## config.mk

```make
export PLATFORM = sky130hd
export DESIGN_NAME = expression_char_lexer_core
export DESIGN_NICKNAME = d
export VERILOG_FILES = /design/src/sv/ecl_pkg.sv /design/src/sv/ecl_front.sv /design/src/sv/ecl_queue.sv /design/src/sv/ecl_back.sv /design/src/sv/expression_char_lexer_core.sv
export VERILOG_INCLUDE_DIRS = /design/src /design/src/sv
export SDC_FILE = /design/constraint.sdc
export NUM_CORES = 1
export LEC_CHECK = 0
export BUFFER_PORTS_ARGS = -buffer_cell sky130_fd_sc_hd__buf_2
export CORE_UTILIZATION = 35
export DETAILED_ROUTE_END_ITERATION = 16
export GPL_ROUTABILITY_DRIVEN = 1
export PLACE_DENSITY_LB_ADDON = 0.3
export SYNTH_ARGS = -nofsm -noshare
export SYNTH_HDL_FRONTEND = slang
export SYNTH_HIERARCHICAL = 1
export SYNTH_SLANG_ARGS = --single-unit
```

## constraint.sdc

```tcl
create_clock -name clk -period 5.17 [get_ports clk]
set_input_delay 0.517 -clock clk [delete_from_list [all_inputs] [get_ports clk]]
set_output_delay 0.517 -clock clk [all_outputs]
set_load 0.01 [all_outputs]
```

## src/sv/expression_char_lexer_core_assert.svh

```systemverilog
// ----------------------------------------------------------------------------
// Expression character lexer assertion macros
// Concurrent check macros used by the lexer core RTL; empty under synthesis.
// ----------------------------------------------------------------------------
`ifndef EXPRESSION_CHAR_LEXER_CORE_ASSERT_SVH
`define EXPRESSION_CHAR_LEXER_CORE_ASSERT_SVH

`ifndef SYNTHESIS

// Same-cycle implication, sampled on clk, off during reset.
`define ECL_ASSERT_IMPL(name, ante, cons) \
    name: assert property (@(posedge clk) disable iff (!rst_n) (ante) |-> (cons)) \
        else $error("lexer check failed");

// Next-cycle implication, sampled on clk, off during reset.
`define ECL_ASSERT_NEXT(name, ante, cons) \
    name: assert property (@(posedge clk) disable iff (!rst_n) (ante) |=> (cons)) \
        else $error("lexer check failed");

`else

`define ECL_ASSERT_IMPL(name, ante, cons)
`define ECL_ASSERT_NEXT(name, ante, cons)

`endif

`endif

```

## src/sv/ecl_pkg.sv

```systemverilog
// ----------------------------------------------------------------------------
// Expression character lexer package
// Token kinds, forms, complaint codes, character sets and the rule table.
// ----------------------------------------------------------------------------
`timescale 1ns / 1ps

package ecl_pkg;

    localparam int ECL_COLUMN_BITS = 16;
    localparam int ECL_QUEUE_DEPTH = 4;
    localparam int COL_W           = 16;

    typedef logic [4:0] kind_t;
    typedef logic [1:0] form_t;
    typedef logic [4:0] err_t;
    typedef logic [4:0] flags_t;

    // Token kinds
    localparam kind_t KIND_NONE       = 5'd0;
    localparam kind_t KIND_TEXT       = 5'd1;
    localparam kind_t KIND_NUMSTR     = 5'd2;
    localparam kind_t KIND_OPER       = 5'd3;
    localparam kind_t KIND_ACCESSOR   = 5'd4;
    localparam kind_t KIND_DELIM      = 5'd5;
    localparam kind_t KIND_ARG_START  = 5'd6;
    localparam kind_t KIND_ARG_END    = 5'd7;
    localparam kind_t KIND_IND_START  = 5'd8;
    localparam kind_t KIND_IND_END    = 5'd9;
    localparam kind_t KIND_CTRL_START = 5'd10;
    localparam kind_t KIND_CTRL_END   = 5'd11;
    localparam kind_t KIND_PIPE       = 5'd12;
    localparam kind_t KIND_PIPE_RES   = 5'd13;
    localparam kind_t KIND_SPREAD     = 5'd14;
    localparam kind_t KIND_STMT_END   = 5'd15;
    localparam kind_t KIND_SOFT_END   = 5'd16;

    // Token forms
    localparam form_t FORM_PLAIN  = 2'd0;
    localparam form_t FORM_INT    = 2'd1;
    localparam form_t FORM_FLOAT  = 2'd2;
    localparam form_t FORM_STRING = 2'd3;

    // Complaint codes, named by the previous token kind; ERR_DOT marks a second dot
    localparam err_t ERR_NONE       = 5'd0;
    localparam err_t ERR_TEXT       = 5'd1;
    localparam err_t ERR_NUMSTR     = 5'd2;
    localparam err_t ERR_OPER       = 5'd3;
    localparam err_t ERR_ACCESSOR   = 5'd4;
    localparam err_t ERR_DELIM      = 5'd5;
    localparam err_t ERR_ARG_START  = 5'd6;
    localparam err_t ERR_CLOSER     = 5'd7;
    localparam err_t ERR_IND_START  = 5'd8;
    localparam err_t ERR_IND_END    = 5'd9;
    localparam err_t ERR_CTRL_START = 5'd10;
    localparam err_t ERR_PIPE       = 5'd11;
    localparam err_t ERR_PIPE_RES   = 5'd12;
    localparam err_t ERR_SPREAD     = 5'd13;
    localparam err_t ERR_STMT_END   = 5'd14;
    localparam err_t ERR_SOFT_END   = 5'd15;
    localparam err_t ERR_DOT        = 5'd16;

    // Rule flags: which classes may follow a kind
    localparam flags_t FL_OP  = 5'b00001;
    localparam flags_t FL_DG  = 5'b00010;
    localparam flags_t FL_WD  = 5'b00100;
    localparam flags_t FL_TXT = 5'b01000;
    localparam flags_t FL_NUM = 5'b10000;

    // Special characters
    localparam logic [7:0] CH_SPACE  = 8'h20;
    localparam logic [7:0] CH_TAB    = 8'h09;
    localparam logic [7:0] CH_NL     = 8'h0A;
    localparam logic [7:0] CH_QUOTE  = 8'h22;
    localparam logic [7:0] CH_BSLASH = 8'h5C;
    localparam logic [7:0] CH_DOT    = 8'h2E;

    typedef struct packed {
        flags_t      flags;
        logic [11:0] mask;   // singulars allowed next, bit n = singular n
        err_t        err;
    } rule_t;

    typedef struct packed {
        logic       hit;
        logic [3:0] idx;
    } sing_t;

    // One queue entry: the character result and an optional flush result
    typedef struct packed {
        logic             append;
        logic             end_token;
        kind_t            end_kind;
        form_t            end_form;
        kind_t            char_kind;
        logic             error;
        err_t             error_code;
        logic [COL_W-1:0] column;
        logic             has_flush;
        kind_t            flush_kind;
        form_t            flush_form;
    } ecl_rec_t;

    typedef struct packed {
        logic full;
        logic empty;
    } ecl_qstat_t;

    function automatic rule_t rule_of(kind_t k);
        rule_t r;
        case (k)
            KIND_TEXT:       r = '{FL_TXT, 12'h9FF, ERR_TEXT};
            KIND_NUMSTR:     r = '{FL_NUM, 12'h9EB, ERR_NUMSTR};
            KIND_OPER:       r = '{FL_OP | FL_DG | FL_WD, 12'hE57, ERR_OPER};
            KIND_ACCESSOR:   r = '{FL_WD, 12'h000, ERR_ACCESSOR};
            KIND_DELIM:      r = '{FL_OP | FL_DG | FL_WD, 12'h61C, ERR_DELIM};
            KIND_ARG_START:  r = '{FL_OP | FL_DG | FL_WD, 12'h61C, ERR_ARG_START};
            KIND_ARG_END:    r = '{FL_OP | FL_WD, 12'h9FF, ERR_CLOSER};
            KIND_IND_START:  r = '{FL_OP | FL_DG | FL_WD, 12'h677, ERR_IND_START};
            KIND_IND_END:    r = '{FL_OP, 12'hDFF, ERR_IND_END};
            KIND_CTRL_START: r = '{FL_OP | FL_DG | FL_WD, 12'h794, ERR_CTRL_START};
            KIND_CTRL_END:   r = '{FL_OP | FL_WD, 12'h9FF, ERR_CLOSER};
            KIND_PIPE:       r = '{FL_OP | FL_DG | FL_WD, 12'h614, ERR_PIPE};
            KIND_PIPE_RES:   r = '{FL_OP, 12'hBFF, ERR_PIPE_RES};
            KIND_SPREAD:     r = '{FL_WD, 12'h257, ERR_SPREAD};
            KIND_STMT_END:   r = '{FL_OP | FL_DG | FL_WD, 12'hCD4, ERR_STMT_END};
            KIND_SOFT_END:   r = '{FL_OP | FL_DG | FL_WD, 12'hFFF, ERR_SOFT_END};
            default:         r = '{FL_OP | FL_DG | FL_WD, 12'h414, ERR_NONE};
        endcase
        return r;
    endfunction

    // Singular set: . , ( ) [ ] { } | & ~ ;
    function automatic sing_t sing_of(logic [7:0] c);
        sing_t s;
        case (c)
            8'h2E:   s = '{1'b1, 4'd0};
            8'h2C:   s = '{1'b1, 4'd1};
            8'h28:   s = '{1'b1, 4'd2};
            8'h29:   s = '{1'b1, 4'd3};
            8'h5B:   s = '{1'b1, 4'd4};
            8'h5D:   s = '{1'b1, 4'd5};
            8'h7B:   s = '{1'b1, 4'd6};
            8'h7D:   s = '{1'b1, 4'd7};
            8'h7C:   s = '{1'b1, 4'd8};
            8'h26:   s = '{1'b1, 4'd9};
            8'h7E:   s = '{1'b1, 4'd10};
            8'h3B:   s = '{1'b1, 4'd11};
            default: s = '{1'b0, 4'd0};
        endcase
        return s;
    endfunction

    // Operator set: + - * ! / = > < @
    function automatic logic is_op(logic [7:0] c);
        return (c == 8'h2B) || (c == 8'h2D) || (c == 8'h2A) || (c == 8'h21) ||
               (c == 8'h2F) || (c == 8'h3D) || (c == 8'h3E) || (c == 8'h3C) ||
               (c == 8'h40);
    endfunction

    function automatic logic is_digit(logic [7:0] c);
        return (c >= 8'h30) && (c <= 8'h39);
    endfunction

    // Word set: letters, underscore, colon
    function automatic logic is_word(logic [7:0] c);
        return ((c >= 8'h61) && (c <= 8'h7A)) || ((c >= 8'h41) && (c <= 8'h5A)) ||
               (c == 8'h5F) || (c == 8'h3A);
    endfunction

    function automatic form_t form_of(kind_t k, logic dot);
        if (k == KIND_NUMSTR)
        begin
            return dot ? FORM_FLOAT : FORM_INT;
        end
        return FORM_PLAIN;
    endfunction

endpackage

```

## src/sv/ecl_front.sv

```systemverilog
// ----------------------------------------------------------------------------
// Lexer front end
// Accepts characters, classifies them against the previous token and
// writes one queue entry per character.
// ----------------------------------------------------------------------------
`timescale 1ns / 1ps

module ecl_front #(
    parameter int COLUMN_BITS = 16
) (
    input  logic              clk,
    input  logic              rst_n,
    input  logic              in_valid,
    output logic              in_stall,
    input  logic [7:0]        ch,
    input  logic              last,
    input  ecl_pkg::ecl_qstat_t qstat,
    output logic              wr_en,
    output ecl_pkg::ecl_rec_t wr_rec
);
    import ecl_pkg::*;

    kind_t                  cur_kind_reg, cur_kind_next;
    logic                   tok_ne_reg, tok_ne_next;
    logic                   dot_reg, dot_next;
    logic                   after_ws_reg, after_ws_next;
    logic                   in_str_reg, in_str_next;
    logic                   prior_bs_reg, prior_bs_next;
    logic                   err_lat_reg, err_lat_next;
    logic [COLUMN_BITS-1:0] pos_reg, pos_next, pos_inc;
    logic [COL_W-1:0]       col;

    logic  cls_ok;
    kind_t cls_kind;
    err_t  cls_err;

    assign in_stall = qstat.full;
    assign wr_en    = in_valid && !qstat.full;
    assign pos_inc  = (pos_reg != '1) ? pos_reg + 1'b1 : pos_reg;

    generate
        if (COLUMN_BITS > COL_W)
        begin : g_col_sat
            assign col = (|pos_inc[COLUMN_BITS-1:COL_W]) ? '1 : pos_inc[COL_W-1:0];
        end
        else
        begin : g_col_ext
            assign col = COL_W'(pos_inc);
        end
    endgenerate

    // Classification of ch after the current kind
    always_comb
    begin
        rule_t r;
        sing_t sg;
        logic  decided;
        r        = rule_of(cur_kind_reg);
        sg       = sing_of(ch);
        decided  = 1'b1;
        cls_ok   = 1'b1;
        cls_kind = KIND_NONE;
        cls_err  = r.err;
        if ((ch == CH_SPACE) || (ch == CH_TAB))
        begin
            cls_kind = KIND_NONE;
        end
        else if (ch == CH_NL)
        begin
            cls_kind = KIND_SOFT_END;
        end
        else if ((r.flags & FL_NUM) != '0)
        begin
            if ((ch == CH_DOT) && dot_reg)
            begin
                cls_ok  = 1'b0;
                cls_err = ERR_DOT;
            end
            else if (is_digit(ch) || (ch == CH_DOT))
                cls_kind = KIND_NUMSTR;
            else if (is_op(ch))
                cls_kind = KIND_OPER;
            else
                decided = 1'b0;
        end
        else if ((r.flags & FL_TXT) != '0)
        begin
            if (after_ws_reg && is_digit(ch))
                cls_kind = KIND_NUMSTR;
            else if (is_word(ch) || is_digit(ch))
                cls_kind = KIND_TEXT;
            else if (is_op(ch))
                cls_kind = KIND_OPER;
            else
                decided = 1'b0;
        end
        else
        begin
            if (((r.flags & FL_OP) != '0) && is_op(ch))
                cls_kind = KIND_OPER;
            else if (((r.flags & FL_DG) != '0) && is_digit(ch))
                cls_kind = KIND_NUMSTR;
            else if (((r.flags & FL_WD) != '0) && is_word(ch))
                cls_kind = KIND_TEXT;
            else
                decided = 1'b0;
        end
        if (!decided)
        begin
            if (sg.hit && r.mask[sg.idx])
                cls_kind = KIND_ACCESSOR + kind_t'(sg.idx);
            else
                cls_ok = 1'b0;
        end
    end

    // State update and queue entry
    always_comb
    begin
        sing_t sg;
        sg            = sing_of(ch);
        cur_kind_next = cur_kind_reg;
        tok_ne_next   = tok_ne_reg;
        dot_next      = dot_reg;
        after_ws_next = after_ws_reg;
        in_str_next   = in_str_reg;
        err_lat_next  = err_lat_reg;
        prior_bs_next = (ch == CH_BSLASH);
        pos_next      = pos_inc;
        wr_rec        = '0;
        wr_rec.column = col;

        if (!err_lat_reg)
        begin
            if ((ch == CH_QUOTE) && !in_str_reg)
            begin
                if (tok_ne_reg)
                begin
                    wr_rec.end_token = 1'b1;
                    wr_rec.end_kind  = cur_kind_reg;
                    wr_rec.end_form  = form_of(cur_kind_reg, dot_reg);
                end
                in_str_next      = 1'b1;
                cur_kind_next    = KIND_NUMSTR;
                tok_ne_next      = 1'b0;
                dot_next         = 1'b0;
                wr_rec.char_kind = KIND_NUMSTR;
            end
            else if ((ch == CH_QUOTE) && in_str_reg && !prior_bs_reg)
            begin
                in_str_next      = 1'b0;
                wr_rec.end_token = 1'b1;
                wr_rec.end_kind  = KIND_NUMSTR;
                wr_rec.end_form  = FORM_STRING;
                tok_ne_next      = 1'b0;
                dot_next         = 1'b0;
                wr_rec.char_kind = KIND_NUMSTR;
            end
            else if (in_str_reg)
            begin
                wr_rec.char_kind = KIND_NUMSTR;
                if (ch != CH_BSLASH)
                begin
                    wr_rec.append = 1'b1;
                    tok_ne_next   = 1'b1;
                    if (ch == CH_DOT)
                        dot_next = 1'b1;
                end
            end
            else if (!cls_ok)
            begin
                wr_rec.error      = 1'b1;
                wr_rec.error_code = cls_err;
                err_lat_next      = 1'b1;
            end
            else if (cls_kind == KIND_NONE)
            begin
                after_ws_next = 1'b1;
                if (tok_ne_reg)
                begin
                    wr_rec.end_token = 1'b1;
                    wr_rec.end_kind  = cur_kind_reg;
                    wr_rec.end_form  = form_of(cur_kind_reg, dot_reg);
                    tok_ne_next      = 1'b0;
                    dot_next         = 1'b0;
                end
            end
            else
            begin
                after_ws_next = 1'b0;
                if (((cls_kind != cur_kind_reg) || (sg.hit && (ch != CH_DOT))) &&
                    (cur_kind_reg != KIND_NONE) && tok_ne_reg)
                begin
                    wr_rec.end_token = 1'b1;
                    wr_rec.end_kind  = cur_kind_reg;
                    wr_rec.end_form  = form_of(cur_kind_reg, dot_reg);
                    dot_next         = 1'b0;
                end
                cur_kind_next    = cls_kind;
                tok_ne_next      = 1'b1;
                if (ch == CH_DOT)
                    dot_next = 1'b1;
                wr_rec.append    = 1'b1;
                wr_rec.char_kind = cls_kind;
            end
        end

        if (last)
        begin
            if (!err_lat_next && tok_ne_next)
            begin
                wr_rec.has_flush  = 1'b1;
                wr_rec.flush_kind = cur_kind_next;
                wr_rec.flush_form = form_of(cur_kind_next, dot_next);
            end
            cur_kind_next = KIND_NONE;
            tok_ne_next   = 1'b0;
            dot_next      = 1'b0;
            after_ws_next = 1'b0;
            in_str_next   = 1'b0;
            prior_bs_next = 1'b0;
            err_lat_next  = 1'b0;
            pos_next      = '0;
        end
    end

    always_ff @(posedge clk or negedge rst_n)
    begin
        if (!rst_n)
        begin
            cur_kind_reg <= KIND_NONE;
            tok_ne_reg   <= 1'b0;
            dot_reg      <= 1'b0;
            after_ws_reg <= 1'b0;
            in_str_reg   <= 1'b0;
            prior_bs_reg <= 1'b0;
            err_lat_reg  <= 1'b0;
            pos_reg      <= '0;
        end
        else if (wr_en)
        begin
            cur_kind_reg <= cur_kind_next;
            tok_ne_reg   <= tok_ne_next;
            dot_reg      <= dot_next;
            after_ws_reg <= after_ws_next;
            in_str_reg   <= in_str_next;
            prior_bs_reg <= prior_bs_next;
            err_lat_reg  <= err_lat_next;
            pos_reg      <= pos_next;
        end
    end

endmodule

```

## src/sv/ecl_queue.sv

```systemverilog
// ----------------------------------------------------------------------------
// Lexer result queue
// Small FIFO of classified entries between the front and back ends.
// ----------------------------------------------------------------------------
`timescale 1ns / 1ps

module ecl_queue #(
    parameter int QUEUE_DEPTH = 4
) (
    input  logic                clk,
    input  logic                rst_n,
    input  logic                wr_en,
    input  ecl_pkg::ecl_rec_t   wr_rec,
    input  logic                pop,
    output ecl_pkg::ecl_rec_t   head,
    output ecl_pkg::ecl_qstat_t qstat
);
    import ecl_pkg::*;

    localparam int PTR_W = (QUEUE_DEPTH > 1) ? $clog2(QUEUE_DEPTH) : 1;
    localparam int CNT_W = $clog2(QUEUE_DEPTH + 1);

    ecl_rec_t         entries_reg [QUEUE_DEPTH];
    logic [PTR_W-1:0] wr_ptr_reg, wr_ptr_next;
    logic [PTR_W-1:0] rd_ptr_reg, rd_ptr_next;
    logic [CNT_W-1:0] count_reg, count_next;

    assign qstat.full  = (count_reg == CNT_W'(QUEUE_DEPTH));
    assign qstat.empty = (count_reg == '0);
    assign head        = entries_reg[rd_ptr_reg];

    always_comb
    begin
        wr_ptr_next = wr_ptr_reg;
        rd_ptr_next = rd_ptr_reg;
        count_next  = count_reg;
        if (wr_en)
            wr_ptr_next = (wr_ptr_reg == PTR_W'(QUEUE_DEPTH - 1)) ? '0 : wr_ptr_reg + 1'b1;
        if (pop)
            rd_ptr_next = (rd_ptr_reg == PTR_W'(QUEUE_DEPTH - 1)) ? '0 : rd_ptr_reg + 1'b1;
        if (wr_en && !pop)
            count_next = count_reg + 1'b1;
        else if (pop && !wr_en)
            count_next = count_reg - 1'b1;
    end

    always_ff @(posedge clk or negedge rst_n)
    begin
        if (!rst_n)
        begin
            wr_ptr_reg <= '0;
            rd_ptr_reg <= '0;
            count_reg  <= '0;
        end
        else
        begin
            wr_ptr_reg <= wr_ptr_next;
            rd_ptr_reg <= rd_ptr_next;
            count_reg  <= count_next;
        end
    end

    always_ff @(posedge clk)
    begin
        if (wr_en)
            entries_reg[wr_ptr_reg] <= wr_rec;
    end

endmodule

```

## src/sv/ecl_back.sv

```systemverilog
// ----------------------------------------------------------------------------
// Lexer back end
// Turns each queue entry into one or two result requests.
// ----------------------------------------------------------------------------
`timescale 1ns / 1ps

module ecl_back (
    input  logic                clk,
    input  logic                rst_n,
    input  ecl_pkg::ecl_rec_t   head,
    input  ecl_pkg::ecl_qstat_t qstat,
    output logic                pop,
    output logic                out_valid,
    input  logic                out_stall,
    output logic                append,
    output logic                end_token,
    output logic [4:0]          end_kind,
    output logic [1:0]          end_form,
    output logic [4:0]          char_kind,
    output logic                error,
    output logic [4:0]          error_code,
    output logic [15:0]         column,
    output logic                last_result
);
    import ecl_pkg::*;

    typedef enum logic {
        PH_CHAR,
        PH_FLUSH
    } phase_t;

    phase_t phase_reg, phase_next;
    logic   out_acc;

    assign out_valid = !qstat.empty;
    assign out_acc   = out_valid && !out_stall;
    assign pop       = out_acc && ((phase_reg == PH_FLUSH) || !head.has_flush);

    always_comb
    begin
        column = head.column;
        case (phase_reg)
            PH_FLUSH:
            begin
                append      = 1'b0;
                end_token   = 1'b1;
                end_kind    = head.flush_kind;
                end_form    = head.flush_form;
                char_kind   = KIND_NONE;
                error       = 1'b0;
                error_code  = ERR_NONE;
                last_result = 1'b1;
            end
            default:
            begin
                append      = head.append;
                end_token   = head.end_token;
                end_kind    = head.end_kind;
                end_form    = head.end_form;
                char_kind   = head.char_kind;
                error       = head.error;
                error_code  = head.error_code;
                last_result = !head.has_flush;
            end
        endcase
    end

    always_comb
    begin
        phase_next = phase_reg;
        if (out_acc)
        begin
            case (phase_reg)
                PH_CHAR:  phase_next = head.has_flush ? PH_FLUSH : PH_CHAR;
                default:  phase_next = PH_CHAR;
            endcase
        end
    end

    always_ff @(posedge clk or negedge rst_n)
    begin
        if (!rst_n)
            phase_reg <= PH_CHAR;
        else
            phase_reg <= phase_next;
    end

endmodule

```

## src/sv/expression_char_lexer_core.sv

```systemverilog
// ----------------------------------------------------------------------------
// Expression character lexer core
// Flow: an accepted character is registered into the queue and shown once its entry is at the head.
// Throughput: one character per cycle while the queue is not full; a line end that flushes a token gives two results.
// Reset: async active low, clears lexer state, queue pointers and output phase.
// ----------------------------------------------------------------------------
`timescale 1ns / 1ps

`include "expression_char_lexer_core_assert.svh"

module expression_char_lexer_core #(
    parameter int COLUMN_BITS = ecl_pkg::ECL_COLUMN_BITS,
    parameter int QUEUE_DEPTH = ecl_pkg::ECL_QUEUE_DEPTH
) (
    input  logic        clk,
    input  logic        rst_n,
    // character requests
    input  logic        in_valid,
    output logic        in_stall,
    input  logic [7:0]  ch,
    input  logic        last,
    // result requests
    output logic        out_valid,
    input  logic        out_stall,
    output logic        append,
    output logic        end_token,
    output logic [4:0]  end_kind,
    output logic [1:0]  end_form,
    output logic [4:0]  char_kind,
    output logic        error,
    output logic [4:0]  error_code,
    output logic [15:0] column,
    output logic        last_result
);
    import ecl_pkg::*;

    // Front end: holds the whole lexer state (current kind, token/dot/
    // whitespace flags, string and escape state, column, error latch).
    // Each accepted character updates it and produces one
    // queue entry. The entry carries the character's own result and, on
    // the last character of a line, the kind and form of any token still
    // pending so the back end can emit the flush as a second result.
    ecl_rec_t   wr_rec;
    ecl_rec_t   head;
    ecl_qstat_t qstat;
    logic       wr_en;
    logic       pop;

    ecl_front #(
        .COLUMN_BITS (COLUMN_BITS)
    ) u_front (
        .clk      (clk),
        .rst_n    (rst_n),
        .in_valid (in_valid),
        .in_stall (in_stall),
        .ch       (ch),
        .last     (last),
        .qstat    (qstat),
        .wr_en    (wr_en),
        .wr_rec   (wr_rec)
    );

    // Queue: decouples the two sides. The front only stalls when it is
    // full, so characters keep flowing while a result waits downstream.
    ecl_queue #(
        .QUEUE_DEPTH (QUEUE_DEPTH)
    ) u_queue (
        .clk    (clk),
        .rst_n  (rst_n),
        .wr_en  (wr_en),
        .wr_rec (wr_rec),
        .pop    (pop),
        .head   (head),
        .qstat  (qstat)
    );

    // Back end: shows the head entry's character result, then its flush
    // result if it has one, and pops the entry after the final result.
    ecl_back u_back (
        .clk         (clk),
        .rst_n       (rst_n),
        .head        (head),
        .qstat       (qstat),
        .pop         (pop),
        .out_valid   (out_valid),
        .out_stall   (out_stall),
        .append      (append),
        .end_token   (end_token),
        .end_kind    (end_kind),
        .end_form    (end_form),
        .char_kind   (char_kind),
        .error       (error),
        .error_code  (error_code),
        .column      (column),
        .last_result (last_result)
    );

    // An illegal character neither joins nor closes a token.
    `ECL_ASSERT_IMPL(a_error_quiet, out_valid && error, !append && !end_token && (char_kind == KIND_NONE))

    // A non-final result only precedes a flush, which never follows an error.
    `ECL_ASSERT_IMPL(a_split_no_error, out_valid && !last_result, !error)

    // Once a non-final result is taken, the flush result follows at once.
    `ECL_ASSERT_NEXT(a_flush_follows, out_valid && !out_stall && !last_result, out_valid && end_token && last_result && !append)

    // Columns are one-based.
    `ECL_ASSERT_IMPL(a_column_nonzero, out_valid, column != '0)

endmodule

```

## After elaboration in Yosys (flattened, before gate mapping)

Memory sizes are Yosys's and may differ from the RTL's.
Cells that the tools add are included.

- Register bits after elaboration: 35
- Bits in writable memories: 176
- Bits in read-only memories: 672
- Input bits: 13
- Output and inout port bits: 39
- Logic and storage cells: 273
- Memories kept: 2

Memories:

| name | depth | width | read ports | clocked after Yosys merged registers in | write ports | RTL line | source |
|---|---|---|---|---|---|---|---|
| (no name shown) | 32 | 21 | 1 | 0 | 0 | ecl_pkg.sv:110 | `case (k)` |
| u_queue.entries_reg | 4 | 44 | 1 | 0 | 1 | ecl_queue.sv:23 | `ecl_rec_t entries_reg [QUEUE_DEPTH];` |

- $add $sub $neg: 6
- Magnitude comparators: 7
- Equal/unequal tests: 41
- Mux-type cells: 151
- Reductions and logical operators: 54

Operators with widths:

| operator | count |
|---|---|
| two-way mux 5 bit | 28 |
| equality test 8 x 6 -> 1 bit, second input constant | 17 |
| two-way mux 1 bit | 90 |
| equality test 8 x 7 -> 1 bit, second input constant | 9 |
| one-hot mux 5 bit (12 select lines) | 1 |
| two-way mux 8 bit | 7 |
| two-way mux 16 bit | 2 |
| two-way mux 13 bit | 2 |
| two-way mux 2 bit | 12 |
| two-way mux 6 bit | 4 |
| logical AND 1 bit | 21 |
| two-way mux 20 bit | 1 |
| adder 16 x 1 -> 16 bit, second input constant | 1 |
| equality test 8 x 4 -> 1 bit, second input constant | 2 |
| greater-or-equal comparator 8 x 7 -> 1 bit, second input constant | 2 |
| less-or-equal comparator 8 x 7 -> 1 bit, second input constant | 2 |
| logical OR 1 bit | 16 |
| inequality test 16 bit, second input constant | 1 |
| two-way mux 14 bit | 1 |
| equality test 5 x 2 -> 1 bit, second input constant | 2 |
| zero test 1 bit | 9 |
| greater-or-equal comparator 8 x 6 -> 1 bit, second input constant | 1 |
| less-or-equal comparator 8 x 6 -> 1 bit, second input constant | 1 |
| inequality test 2 bit, second input constant | 4 |
| other kinds (19) | 23 |

## Logic depth before layout (Yosys ltp)

Gate-level depths: netlist (run 1).

- Depth in word-level cells: 37
- Depth in mapped cells: 15
- Mapped depth without buffers: 13

## Hierarchy

Netlist (run 1), hierarchy kept.

By module, submodules not included:

| module | times used | cells each | area an instance (um2) | seq. area each (um2) |
|---|---|---|---|---|
| ecl_queue | 1 | 267 | 6826.5 | 5460.2 |
| ecl_front | 1 | 495 | 3548.4 | 675.6 |
| ecl_back | 1 | 44 | 374.1 | 25.0 |

## Least setup slack after synthesis (run 1)

No wires, ideal clock.

- Path kind: input port to flip-flop
- Start point: in ch[4]
- End point: mem u_queue/entries_reg[0][1] (netlist name) (data pin)
- Setup time: 0.176 ns
- Arrival: 3.930 ns
- Required time: 4.994 ns
- Setup slack: 1.064 ns
- Stages: 14
- Buffers on the path: 1
- Path through: or4b_1 buf_2 nor4b_4 nor3_1 ha_1 o21a_1 a21o_1 mux2_4 or3_4 and4_4 o41ai_4 a31oi_1 o31ai_1 nor3b_2

RTL lines:

| what | RTL line | source |
|---|---|---|
| start, declared | expression_char_lexer_core.sv:20 | `input logic [7:0] ch,` |
| end, declared | ecl_queue.sv:23 |  |

==> results of run 1 <==
-- worst register-to-register path, cell delays in order, from the launching register on --
cell and delay [ns]:
dfrtp_1 0.81, clkinv_1 0.55, a21o_1 0.37, o31ai_1 0.09, a21oi_1 0.06, o211a_1 0.22
or3_1 0.40, a31oi_2 0.35, nor4_1 0.19, a211oi_2 0.34, o2111ai_1 0.25, nor3_1 0.44
-- power groups by stage --
stage	clock network [mW]	logic, mW	registers [mW]
2_1_floorplan	0	1.68	2.45
3_3_place_gp	0	2.13	2.49
3_5_place_dp	0	2.13	2.51
4_1_cts	1.56	2.14	2.48
5_1_grt	1.63	2.29	2.51
6_report	1.52	2.09	2.48
-- cell families after synthesis --
logic type	share of synthesized area (%)
muxes	12.19
buffers and inverters	4.633
and+or+nand+nor	11.76
adders and majority gates	2.165
xor gates and xnor gates	1.630
AOI/OAI and AO/OA	10.31
DFF	57.32
-- layer usage --
| metal | routed length, µm | up-vias | part of all wire (%) | global-route usage (%) |
|---|---|---|---|---|
| met3 | 1296 | 31 | 5.4 | 1.761 |
| met1 | 11370 | 3389 | 47 | 22.86 |
| li1 | - | 3142 | - | - |
| met2 | 11070 | 210 | 46 | 24.48 |
| met5 | 0 | - | 0 | 0 |
| met4 | 412 | 0 | 1.7 | 3.807 |
-- worst max path at each step --
stage          slack, ns  start                                   to  cells after the start
3_3_place_gp        0.43  ch[4]  u_queue/entries_reg[2][0]$_DFFE_PP_                     14
2_1_floorplan       1.06  ch[4]  u_queue/entries_reg[0][1]$_DFFE_PP_                     14
3_5_place_dp        0.19  ch[4]  u_queue/entries_reg[2][0]$_DFFE_PP_                     14
4_1_cts             0.68  ch[4]  u_queue/entries_reg[2][0]$_DFFE_PP_                     14
6_report            0.64  ch[0]  u_queue/entries_reg[2][0]$_DFFE_PP_                     14
5_1_grt             0.26  ch[0]  u_queue/entries_reg[2][0]$_DFFE_PP_                     14
-- per-stage QoR --
stage | setup slack (ns) | hold slack [ns] | instance area [µm²] | total power [mW]
floorplan | 1.064 | 0.2214 | 10750 | 4.129
global placement | 0.4293 | 0.4799 | 11230 | 4.620
detailed placement | 0.1857 | 0.4889 | 11230 | 4.644
CTS | 0.6827 | 0.1607 | 11920 | 6.177
global route | 0.2556 | 0.1922 | 11920 | 6.430
finish | 0.6353 | 0.1298 | 11920 | 6.089
-- area by class of cell --
type / count / area [µm²]
Tap cell: 390 / 488.0
Clock buffer: 24 / 536.8
Inverter: 25 / 93.84
Fill cell: 2834 / 18030
Timing Repair Buffer: 69 / 390.4
Sequential cell: 211 / 6163
Multi-Input combinational cell: 506 / 4095
Clock inverter: 14 / 156.4
-- cell usage after synthesis (17+ instances only) --
| library cell | count |
|---|---|
| edfxtp_1 | 176 |
| nand2_1 | 57 |
| nor2_1 | 51 |
| a21oi_1 | 41 |
| mux4_2 | 38 |
| dfrtp_1 | 35 |
| o21ai_0 | 30 |
| clkbuf_1 | 24 |
| inv_1 | 22 |
| buf_4 | 19 |
| nand3_1 | 19 |
| nor3_1 | 19 |
| ha_1 | 17 |
==> metrics.log, run 1 <==
INFO  metric slew-limit-headroom = 34.26%
INFO  metric timing_worst_setup_path_type = input port to flop
INFO  metric crit_path_launch_type = input port
INFO  metric post_synth_inst_count = 806
INFO  metric critical-path-slowest-cell = nor3_1
INFO  metric regToRegStartpoint = u_front/cur_kind_reg[4]$_DFFE_PN0P_
INFO  metric clock-root-buffer = clkbuf_16
INFO  metric minimum_setup_slack_among_reg_to_reg_paths = 0.84 ns
INFO  metric number_of_drc_violations_after_detailed_routing_iteration_0 = 616
INFO  metric finish.utilization = 39.81%
INFO  metric postSynthNetCount = 837
INFO  metric areaGrowthSynthToFinish = 10.93%
INFO  metric die_height = 177.2 µm
INFO  metric layout_commonest_cell = edfxtp_1
INFO  metric synth-async-reset-ratio = 16.59%
INFO  metric rr_endpoint = u_queue/entries_reg[2][0]$_DFFE_PP_
INFO  metric rsz0062_at_grt = false
INFO  metric worst_ep_arrival_time = 4.77 ns
INFO  metric actual_transition_at_the_worst_max_transition_pin = 0.9861 ns
INFO  metric cts_hold_buf = 0
INFO  metric layout_common_cells = edfxtp_1, nand2_1, buf_2, nor2_1, a21oi_1
INFO  metric maxClockFrequency = 0.2205 GHz
INFO  metric route.vias.total = 6772
INFO  metric timing.final.hold_violations = 0
INFO  metric run_status = finished clean
INFO  metric worstHoldPathType = input port to asynchronous set/reset pin
INFO  metric clock-skew-final = 0.006863 ns
INFO  metric dpl.cell_count = 1201
INFO  metric pin_count_of_the_biggest_net_entering_global_routing = 47
INFO  metric number_of_synthesized_flops_with_an_enable_pin = 176
INFO  metric largest_reg_flops = 176
INFO  metric power.internal = 4.134 mW
INFO  metric final_min_period_over_clock_period = 87.71%
INFO  metric cts-buffers-inserted = 21
INFO  metric path_clk_slew = 0.07 ns
INFO  metric sw_pwr = 1.955 mW
INFO  metric nNetsFinal = 865
INFO  metric avgViaCountPerCell = 5.466
INFO  metric design.portCount = 52
INFO  metric finalSetupTns = 0 ns
INFO  metric n_antenna_cell = 0
INFO  metric postCtsSetupBuffers = 0
INFO  metric detail_route.first_pass.iterations = 5
INFO  metric synth_top_cell_by_area = edfxtp_1
INFO  metric design.die.area = 0.03142 mm²
INFO  metric htree_num_levels = 1
INFO  metric critical_path.n_buffers_inverters = 1
INFO  metric grt_first_pass_wirelength = 37.88 mm
INFO  metric final.min_clock_period = 4.535 ns
INFO  metric largest_vdd_supply_drop = 0.3489 mV
INFO  metric netlist.area_leader.share = 49.17%
INFO  metric total_leakage_power = 4.200 nW
INFO  metric data_required_critical_path = 5.40 ns
INFO  metric synth_top_cells_by_area = edfxtp_1, dfrtp_1, mux4_2
INFO  metric horizontal_die_dimension = 177.2 µm
INFO  metric clock_sinks = 211
INFO  metric post_route_cells_drive_above_1_share = 22.03%
INFO  metric grt_pass1_vias = 6501
INFO  metric wire_per_inst = 19.49 µm
INFO  metric globalRoute.totalOverflow = 0
INFO  metric yosys_register_bits = 211
INFO  metric dpl.hpwl = 16.02 mm
INFO  metric postSynthAreaPerCell = 13.34 µm²
INFO  metric timing.max_cap.violations = 0
INFO  metric r2r.worst_path.cells = 11
INFO  metric antenna_found_initial = 0
INFO  metric tritoncts = built
INFO  metric path_cells = buf_2 > nand2b_1 > nor4b_4 > nor3_1 > ha_1 > o21a_1 > a21o_1 > mux2_4 > or3_4 > a31oi_2 > nor4_1 > a211oi_2 > o2111ai_1 > nor3_1
INFO  metric floorplan.core_area = 0.02995 mm²
INFO  metric synth_sequential_area_ratio = 57.32%
INFO  metric synth_top_flop_cell = edfxtp_1
INFO  metric syn-cell-area = 0.01075 mm²
INFO  metric crit_family = simple AND/OR/NAND/NOR gates
INFO  metric report.final.slew_viol_count = 0
INFO  metric power.clock.fraction = 25.0%
INFO  metric floorplan.rows = 63
INFO  metric ys_warn_count = 6
INFO  metric power.density = 510.7 mW/mm²
INFO  metric gr-usage-all-layers = 15.57%
INFO  metric cts-resized-gates = 0
INFO  metric port_buffers = 51
INFO  metric drt_wirelength = 24.14 mm
INFO  metric initial_utilization = 35.89%
INFO  metric clkLatencyLatePin = 0.49 ns
INFO  metric setup_violations = 0
INFO  metric remaining_drc_errors = 0
INFO  metric critical_path_peak_fanout = 16
INFO  metric max_stage_delay = 0.63 ns
INFO  metric synth_cell_types = 82
INFO  metric clockBufferDepth = 3
INFO  metric final_antenna_net_count = 0
INFO  metric combPwrFrac = 34.3%
INFO  metric timing.critical_path.mode_cell = nor3_1
INFO  metric pwr-share-seq = 40.7%
INFO  metric final_cell_count_no_fill = 1239
INFO  metric end_kind = flop
INFO  metric gpl.final_weighted_congestion = 0.9382
INFO  metric power.share.switching = 32.10%
Power figures use the tool's default switching activity.
==> run 2: changes to the inputs <==
Settings changed: RECOVER_POWER set to 25.
==> metrics.log, run 2 (synthesized netlist as in run 1, its figures left out) <==
INFO  metric regToRegStartpoint = u_front/cur_kind_reg[4]$_DFFE_PN0P_
INFO  metric global_route.usage.met3 = 1.761% (unchanged)
INFO  metric clockBufferDepth = 3 (unchanged)
INFO  metric port_buffers = 51 (unchanged)
INFO  metric n_fill_cell = 2834 (unchanged)
INFO  metric power.clock.fraction = 25.1% (about the same)
INFO  metric rsz0062_at_grt = false
INFO  metric place_ws = 0.1857 ns (unchanged)
INFO  metric timing.hold.worst.start = out_stall
INFO  metric areaGrowthSynthToFinish = 10.83% (about the same)
INFO  metric cts-resized-gates = 0 (unchanged)
INFO  metric route.vias.total = 6782 (+0.15%)
INFO  metric sw_pwr = 1.966 mW (+0.55%)
INFO  metric final_min_period_over_clock_period = 87.63% (about the same)
INFO  metric finalSetupTns = 0 ns (unchanged)
INFO  metric post_route_cells_drive_above_1_share = 21.32% (-0.71 points)
INFO  metric wire_per_inst = 19.50 µm (about the same)
INFO  metric data_required_critical_path = 5.41 ns (about the same)
INFO  metric timing.final.hold_violations = 0 (unchanged)
INFO  metric final_antenna_net_count = 0 (unchanged)
INFO  metric pin_count_of_the_biggest_net_entering_global_routing = 47 (unchanged)
INFO  metric timing.final.ws_setup = 0.6393 ns (+0.003997 ns)
INFO  metric grt.met1_usage = 22.86% (unchanged)
INFO  metric crit_path_launch_type = input port
INFO  metric avgViaCountPerCell = 5.474 (+0.15%)
INFO  metric actual_transition_at_the_worst_max_transition_pin = 2.103 ns (+1.117 ns)
INFO  metric pwr-share-seq = 40.6% (about the same)
INFO  metric cts-buffers-inserted = 21 (unchanged)
INFO  metric horizontal_die_dimension = 177.2 µm (unchanged)
INFO  metric grt-busiest-layer = met2
INFO  metric cts_hold_buf = 0 (unchanged)
INFO  metric worst_ep_arrival_time = 4.77 ns (about the same)
INFO  metric clock-root-buffer = clkbuf_16
INFO  metric design.portCount = 52 (unchanged)
INFO  metric clkLatencyLatePin = 0.50 ns (about the same)
INFO  metric floorplan.rows = 63 (unchanged)
INFO  metric number_of_drc_violations_after_detailed_routing_iteration_0 = 580 (-5.8%)
INFO  metric postLayoutCellArea = 0.01191 mm² (about the same)
INFO  metric use_met2 = 24.48% (unchanged)
INFO  metric gpl.final_weighted_congestion = 0.9382 (unchanged)
INFO  metric layout_common_cells = edfxtp_1, nand2_1, nor2_1
INFO  metric finish.utilization = 39.77% (about the same)
INFO  metric dpl.cell_count = 1201 (unchanged)
INFO  metric nNetsFinal = 865 (unchanged)
INFO  metric floorplan.core_area = 0.02995 mm² (unchanged)
INFO  metric layout_commonest_cell = edfxtp_1
INFO  metric total_leakage_power = 4.182 nW (-0.43%)
INFO  metric postCtsSetupBuffers = 0 (unchanged)
INFO  metric end_kind = flop
INFO  metric timing_worst_setup_path_type = input port to flop
INFO  metric n_antenna_cell = 0 (unchanged)
INFO  metric violations = capacitance limit, slew limit
INFO  metric dpl.hpwl = 16.02 mm (unchanged)
INFO  metric initial_utilization = 35.89% (unchanged)
INFO  metric final.min_clock_period = 4.531 ns (-0.003997 ns)
INFO  metric clock-skew-final = 0.007134 ns (+0.0002709 ns)
INFO  metric min_delay_path_depth = 2
INFO  metric grt_pass1_vias = 6501 (unchanged)
INFO  metric largest_vdd_supply_drop = 0.3512 mV (+0.66%)
INFO  metric rr_endpoint = u_queue/entries_reg[3][0]$_DFFE_PP_
INFO  metric totalPowerFinal = 6.094 mW (about the same)
INFO  metric minimum_setup_slack_among_reg_to_reg_paths = 0.86 ns (+0.02 ns)
INFO  metric path_clk_slew = 0.06 ns (about the same)
INFO  metric power.density = 511.6 mW/mm² (+0.18%)
INFO  metric design.die.area = 0.03142 mm² (unchanged)
INFO  metric globalRoute.totalOverflow = 0 (unchanged)
INFO  metric antenna_found_initial = 0 (unchanged)
INFO  metric critical_path_peak_fanout = 16 (unchanged)
INFO  metric clock_sinks = 211 (unchanged)
INFO  metric tritoncts = built
INFO  metric report.final.slew_viol_count = 69 (+69)
INFO  metric remaining_drc_errors = 0 (unchanged)
INFO  metric combPwrFrac = 34.3% (about the same)
INFO  metric maxClockFrequency = 0.2207 GHz (about the same)
INFO  metric run_status = complete, but fails checks
INFO  metric slew-limit-headroom = -40.21% (-74 points)
INFO  metric htree_num_levels = 1 (unchanged)
INFO  metric post_dp_cell_area = 0.01123 mm² (unchanged)
INFO  metric power.internal = 4.128 mW (-0.14%)
INFO  metric grt_first_pass_wirelength = 37.88 mm (unchanged)
INFO  metric detail_route.first_pass.iterations = 7 (+2)
INFO  metric worstHoldPathType = input port to flop
INFO  metric final_cell_count_no_fill = 1239 (unchanged)
INFO  metric largest_reg_flops = 176 (unchanged)
INFO  metric holdWs = 0.2309 ns (+0.1010 ns)
INFO  metric power.share.switching = 32.26% (+0.15 points)
INFO  metric hold_end = u_back/phase_reg$_DFFE_PN0P_
INFO  metric setup_violations = 0 (unchanged)
INFO  metric r2r.worst_path.cells = 11 (unchanged)
INFO  metric gr-usage-all-layers = 15.57% (unchanged)
INFO  metric drt_wirelength = 24.16 mm (about the same)
INFO  metric die_height = 177.2 µm (unchanged)
INFO  metric timing.max_cap.violations = 2 (+2)
==> run 2: worst max-delay path by stage <==
stage	start	to
2_1_floorplan	ch[4]	u_queue/entries_reg[0][1]$_DFFE_PP_
3_3_place_gp	ch[4]	u_queue/entries_reg[2][0]$_DFFE_PP_
3_5_place_dp	ch[4]	u_queue/entries_reg[2][0]$_DFFE_PP_
4_1_cts	ch[4]	u_queue/entries_reg[2][0]$_DFFE_PP_
5_1_grt	ch[0]	u_queue/entries_reg[2][0]$_DFFE_PP_
6_report	ch[0]	u_queue/entries_reg[3][0]$_DFFE_PP_
==> run 2: final cells by class <==
cell class / instances / area (µm²) / share of cell area, %
well taps: 390 / 488.0 / 4.096
clock inverters: 14 / 156.4 / 1.313
multi-input cells: 506 / 4095 / 34.38
clock buffers: 24 / 536.8 / 4.506
repair buffers: 69 / 379.1 / 3.182
flip-flops and latches: 211 / 6163 / 51.74
inverters: 25 / 93.84 / 0.7877
==> run 2: power groups by stage <==
stage	sequential [mW]	combinational (mW)	clock [mW]
5_1_grt	2.51	2.29	1.63
3_5_place_dp	2.51	2.13	0
4_1_cts	2.48	2.14	1.56
3_3_place_gp	2.49	2.13	0
6_report	2.47	2.09	1.53
2_1_floorplan	2.45	1.68	0
==> run 2: critical path, cell delays in order <==
cell,delay (ns)
buf_2,0.26
nand2b_1,0.36
nor4b_4,0.09
nor3_1,0.64
ha_1,0.31
o21a_1,0.25
a21o_1,0.18
mux2_4,0.32
or3_4,0.36
a31oi_2,0.27
nor4_1,0.19
a211oi_2,0.32
o2111ai_1,0.25
nor3_1,0.43
==> run 2: metal layers <==
layer,vias to the layer above,share of wire (%)
met1,3427,47
li1,3138,-
met5,-,0
met2,184,46
met4,0,1.8
met3,33,5.5
==> run 3: changes to the inputs <==
--- a/config.mk
+++ b/config.mk
@@ -9,4 +9,5 @@
 export BUFFER_PORTS_ARGS = -buffer_cell sky130_fd_sc_hd__buf_2
 export CORE_UTILIZATION = 35
+export CTS_CLUSTER_DIAMETER = 120
 export DETAILED_ROUTE_END_ITERATION = 16
 export GPL_ROUTABILITY_DRIVEN = 1
==> constraint.sdc (replaced) <==
create_clock -name clk -period 5.17 [get_ports clk]
set_input_delay 1.551 -clock clk [delete_from_list [all_inputs] [get_ports clk]]
set_output_delay 1.551 -clock clk [all_outputs]
set_load 0.01 [all_outputs]
==> metrics.log, run 3 (synthesized netlist as in run 1, its figures left out) <==
INFO  metric run_status = complete, but fails checks
INFO  metric violations = capacitance limit, slew limit
INFO  metric tritoncts = built
INFO  metric minimum_setup_slack_among_reg_to_reg_paths = 0.68 ns (-0.18 ns)
INFO  metric timing_worst_setup_path_type = input port to flop
INFO  metric path_cells = buf_2 > or4b_1 > nor4b_4 > nor3_1 > ha_1 > o21a_1 > a21o_1 > mux2_4 > or3_4 > a31oi_2 > o22ai_1 > a31oi_1 > o31ai_1 > nor3_1
INFO  metric rsz0062_at_grt = true
INFO  metric detail_route.first_pass.iterations = 5 (-2)
INFO  metric final_min_period_over_clock_period = 95.83% (+8.2 points)
INFO  metric n_antenna_cell = 0 (unchanged)
INFO  metric horizontal_die_dimension = 177.2 µm (unchanged)
INFO  metric drt_wirelength = 23.92 mm (-1.0%)
INFO  metric totalPowerFinal = 6.188 mW (+1.5%)
INFO  metric floorplan.core_area = 0.02995 mm² (unchanged)
INFO  metric power.clock.fraction = 25.5% (+0.4 points)
INFO  metric worstHoldPathType = flop to flop
INFO  metric grt_pass1_vias = 6743 (+3.7%)
INFO  metric design.portCount = 52 (unchanged)
INFO  metric areaGrowthSynthToFinish = 14.60%
INFO  metric setup_violations = 0 (unchanged)
INFO  metric layout_common_cells = edfxtp_1, nand2_1, buf_4
INFO  metric pin_count_of_the_biggest_net_entering_global_routing = 45 (-4.3%)
INFO  metric timing.max_cap.violations = 2 (unchanged)
INFO  metric largest_vdd_supply_drop = 0.1938 mV (-45%)
INFO  metric maxClockFrequency = 0.2018 GHz (-8.5%)
INFO  metric total_leakage_power = 4.428 nW (+5.9%)
INFO  metric timing.final.hold_violations = 0 (unchanged)
INFO  metric post_dp_cell_area = 0.01160 mm² (+3.3%)
INFO  metric regToRegStartpoint = u_queue/count_reg[0]$_DFFE_PN0P_
INFO  metric gr-usage-all-layers = 15.40% (-0.17 points)
INFO  metric cts_hold_buf = 0 (unchanged)
INFO  metric report.final.slew_viol_count = 69 (unchanged)
INFO  metric layout_commonest_cell = edfxtp_1
INFO  metric power.density = 502.3 mW/mm² (-1.8%)
INFO  metric critical_path.n_buffers_inverters = 1 (unchanged)
INFO  metric port_buffers = 51 (unchanged)
INFO  metric postLayoutCellArea = 0.01232 mm² (+3.4%)
INFO  metric cp_num_cells = 14 (unchanged)
INFO  metric worst_ep_arrival_time = 5.22 ns (+0.45 ns)
INFO  metric clock-root-buffer = clkbuf_16
INFO  metric htree_num_levels = 1 (unchanged)
INFO  metric dpl.hpwl = 16.37 mm (+2.2%)
INFO  metric crit_family = simple AND/OR/NAND/NOR gates
INFO  metric clock-skew-final = 0.02980 ns (+0.02266 ns)
INFO  metric critical-path-slowest-cell = or4b_1
INFO  metric largest_reg_flops = 176 (unchanged)
INFO  metric avgViaCountPerCell = 5.331 (-2.6%)
INFO  metric clockBufferDepth = 3 (unchanged)
INFO  metric remaining_drc_errors = 0 (unchanged)
INFO  metric end_kind = flop
INFO  metric pwr-share-seq = 41.5% (+0.9 points)
INFO  metric grt_first_pass_wirelength = 37.67 mm (-0.55%)
INFO  metric gpl.final_weighted_congestion = 0.8767 (-6.6%)
INFO  metric power.internal = 4.208 mW (+1.9%)
INFO  metric crit_start = ch[4]
INFO  metric r2r.worst_path.cells = 6 (-5)
INFO  metric antenna_found_initial = 1 (+1)
INFO  metric final.min_clock_period = 4.954 ns (+0.4235 ns)
INFO  metric nNetsFinal = 909 (+5.1%)
INFO  metric power.share.switching = 31.99% (-0.26 points)
INFO  metric slew-limit-headroom = -37.34% (+2.9 points)
INFO  metric design.die.area = 0.03142 mm² (unchanged)
INFO  metric initial_utilization = 35.89% (unchanged)
INFO  metric clock_sinks = 211 (unchanged)
INFO  metric timing.critical_path.mode_cell = nor3_1
INFO  metric wire_per_inst = 18.64 µm (-4.4%)
INFO  metric cts-buffers-inserted = 21 (unchanged)
INFO  metric combPwrFrac = 33.0% (-1.3 points)
INFO  metric number_of_drc_violations_after_detailed_routing_iteration_0 = 489 (-16%)
INFO  metric globalRoute.totalOverflow = 0 (unchanged)
INFO  metric postCtsSetupBuffers = 0 (unchanged)
INFO  metric data_required_critical_path = 5.44 ns (+0.03 ns)
INFO  metric max_stage_delay = 0.58 ns (-0.06 ns)
INFO  metric final_antenna_net_count = 0 (unchanged)
INFO  metric route.vias.total = 6840 (+0.86%)
INFO  metric path_clk_slew = 0.07 ns (about the same)
INFO  metric critical_path_peak_fanout = 6 (-10)
INFO  metric floorplan.rows = 63 (unchanged)
INFO  metric holdWs = 0.4833 ns (+0.2524 ns)
INFO  metric sw_pwr = 1.979 mW (+0.70%)
INFO  metric crit_path_launch_type = input port
INFO  metric post_route_cells_drive_above_1_share = 25.42% (+4.1 points)
INFO  metric actual_transition_at_the_worst_max_transition_pin = 2.060 ns (-0.04302 ns)
INFO  metric die_height = 177.2 µm (unchanged)
INFO  metric rr_endpoint = u_queue/entries_reg[2][32]$_DFFE_PP_
INFO  metric cp-endpoint = u_queue/entries_reg[1][0]$_DFFE_PP_
INFO  metric clkLatencyLatePin = 0.50 ns (about the same)
## run 3: cell types whose count changed in the layout (fill, tap and decap cells not counted), moves of 2 or more
cell / delta
buf_4: +41
clkbuf_1: -5
and2_2: -3
buf_12: +3
and2_1: +2
buf_2: +2
clkbuf_8: +2
## run 3: power by group through the flow
stage / clock network [mW] / registers [mW] / logic [mW]
floorplan: 0 / 2.45 / 1.68
global placement: 0 / 2.60 / 2.06
detailed placement: 0 / 2.61 / 2.08
CTS: 1.61 / 2.58 / 2.09
global route: 1.67 / 2.62 / 2.24
finish: 1.58 / 2.57 / 2.04
## run 3: area by class of cell
cell class	count	area, µm²
fillers	2808	17640
flip-flops and latches	211	6162
multi-input cells	506	4095
repair buffers	113	749.5
clock buffers	23	553.0
well taps	390	488.0
clock inverters	15	176.4
inverters	25	93.84
## run 3: layer usage
metal	global-route usage [%]	up-vias	part of all wire [%]
li1	-	3223	-
met1	22.28	3452	48
met2	24.64	143	46
met3	1.654	22	3.6
met4	3.843	0	1.5
met5	0	-	0
## run 3: through the flow
step                utilization, %  setup slack [ns]  cells  setup TNS (ns)
floorplan                        -           0.03036    806               0
global placement             38.72           -0.1907   1245          -4.649
detailed placement           38.72           -0.2792   1245          -8.266
CTS                          41.16            0.2414   1283               0
global route                 41.12          -0.01817   1283        -0.07252
finish                       41.12            0.2158   1283               0
## run 3: worst min path at each step
stage	start	endpoint	slack (ns)	cells after the start
floorplan	u_queue/count_reg[2]$_DFFE_PN0P_	u_queue/count_reg[2]$_DFFE_PN0P_	0.46	1
global placement	u_queue/count_reg[2]$_DFFE_PN0P_	u_queue/count_reg[2]$_DFFE_PN0P_	0.48	1
detailed placement	u_queue/count_reg[2]$_DFFE_PN0P_	u_queue/count_reg[2]$_DFFE_PN0P_	0.48	1
CTS	u_queue/count_reg[2]$_DFFE_PN0P_	u_queue/count_reg[2]$_DFFE_PN0P_	0.49	1
global route	u_queue/count_reg[2]$_DFFE_PN0P_	u_queue/count_reg[2]$_DFFE_PN0P_	0.51	1
finish	u_queue/count_reg[2]$_DFFE_PN0P_	u_queue/count_reg[2]$_DFFE_PN0P_	0.48	1
## run 3: repair_timing
action	CTS	global route
resized for setup	0	1
endpoints found under the hold margin	0	0
setup endpoints to repair	0	5
## run 3: worst register-to-register path: cells and delay by family (launching register included)
family / cells / cell delay (ns)
buffers and inverters: 3 / 2.38
flip-flops: 1 / 0.44
AND/OR/NAND/NOR: 3 / 1.36
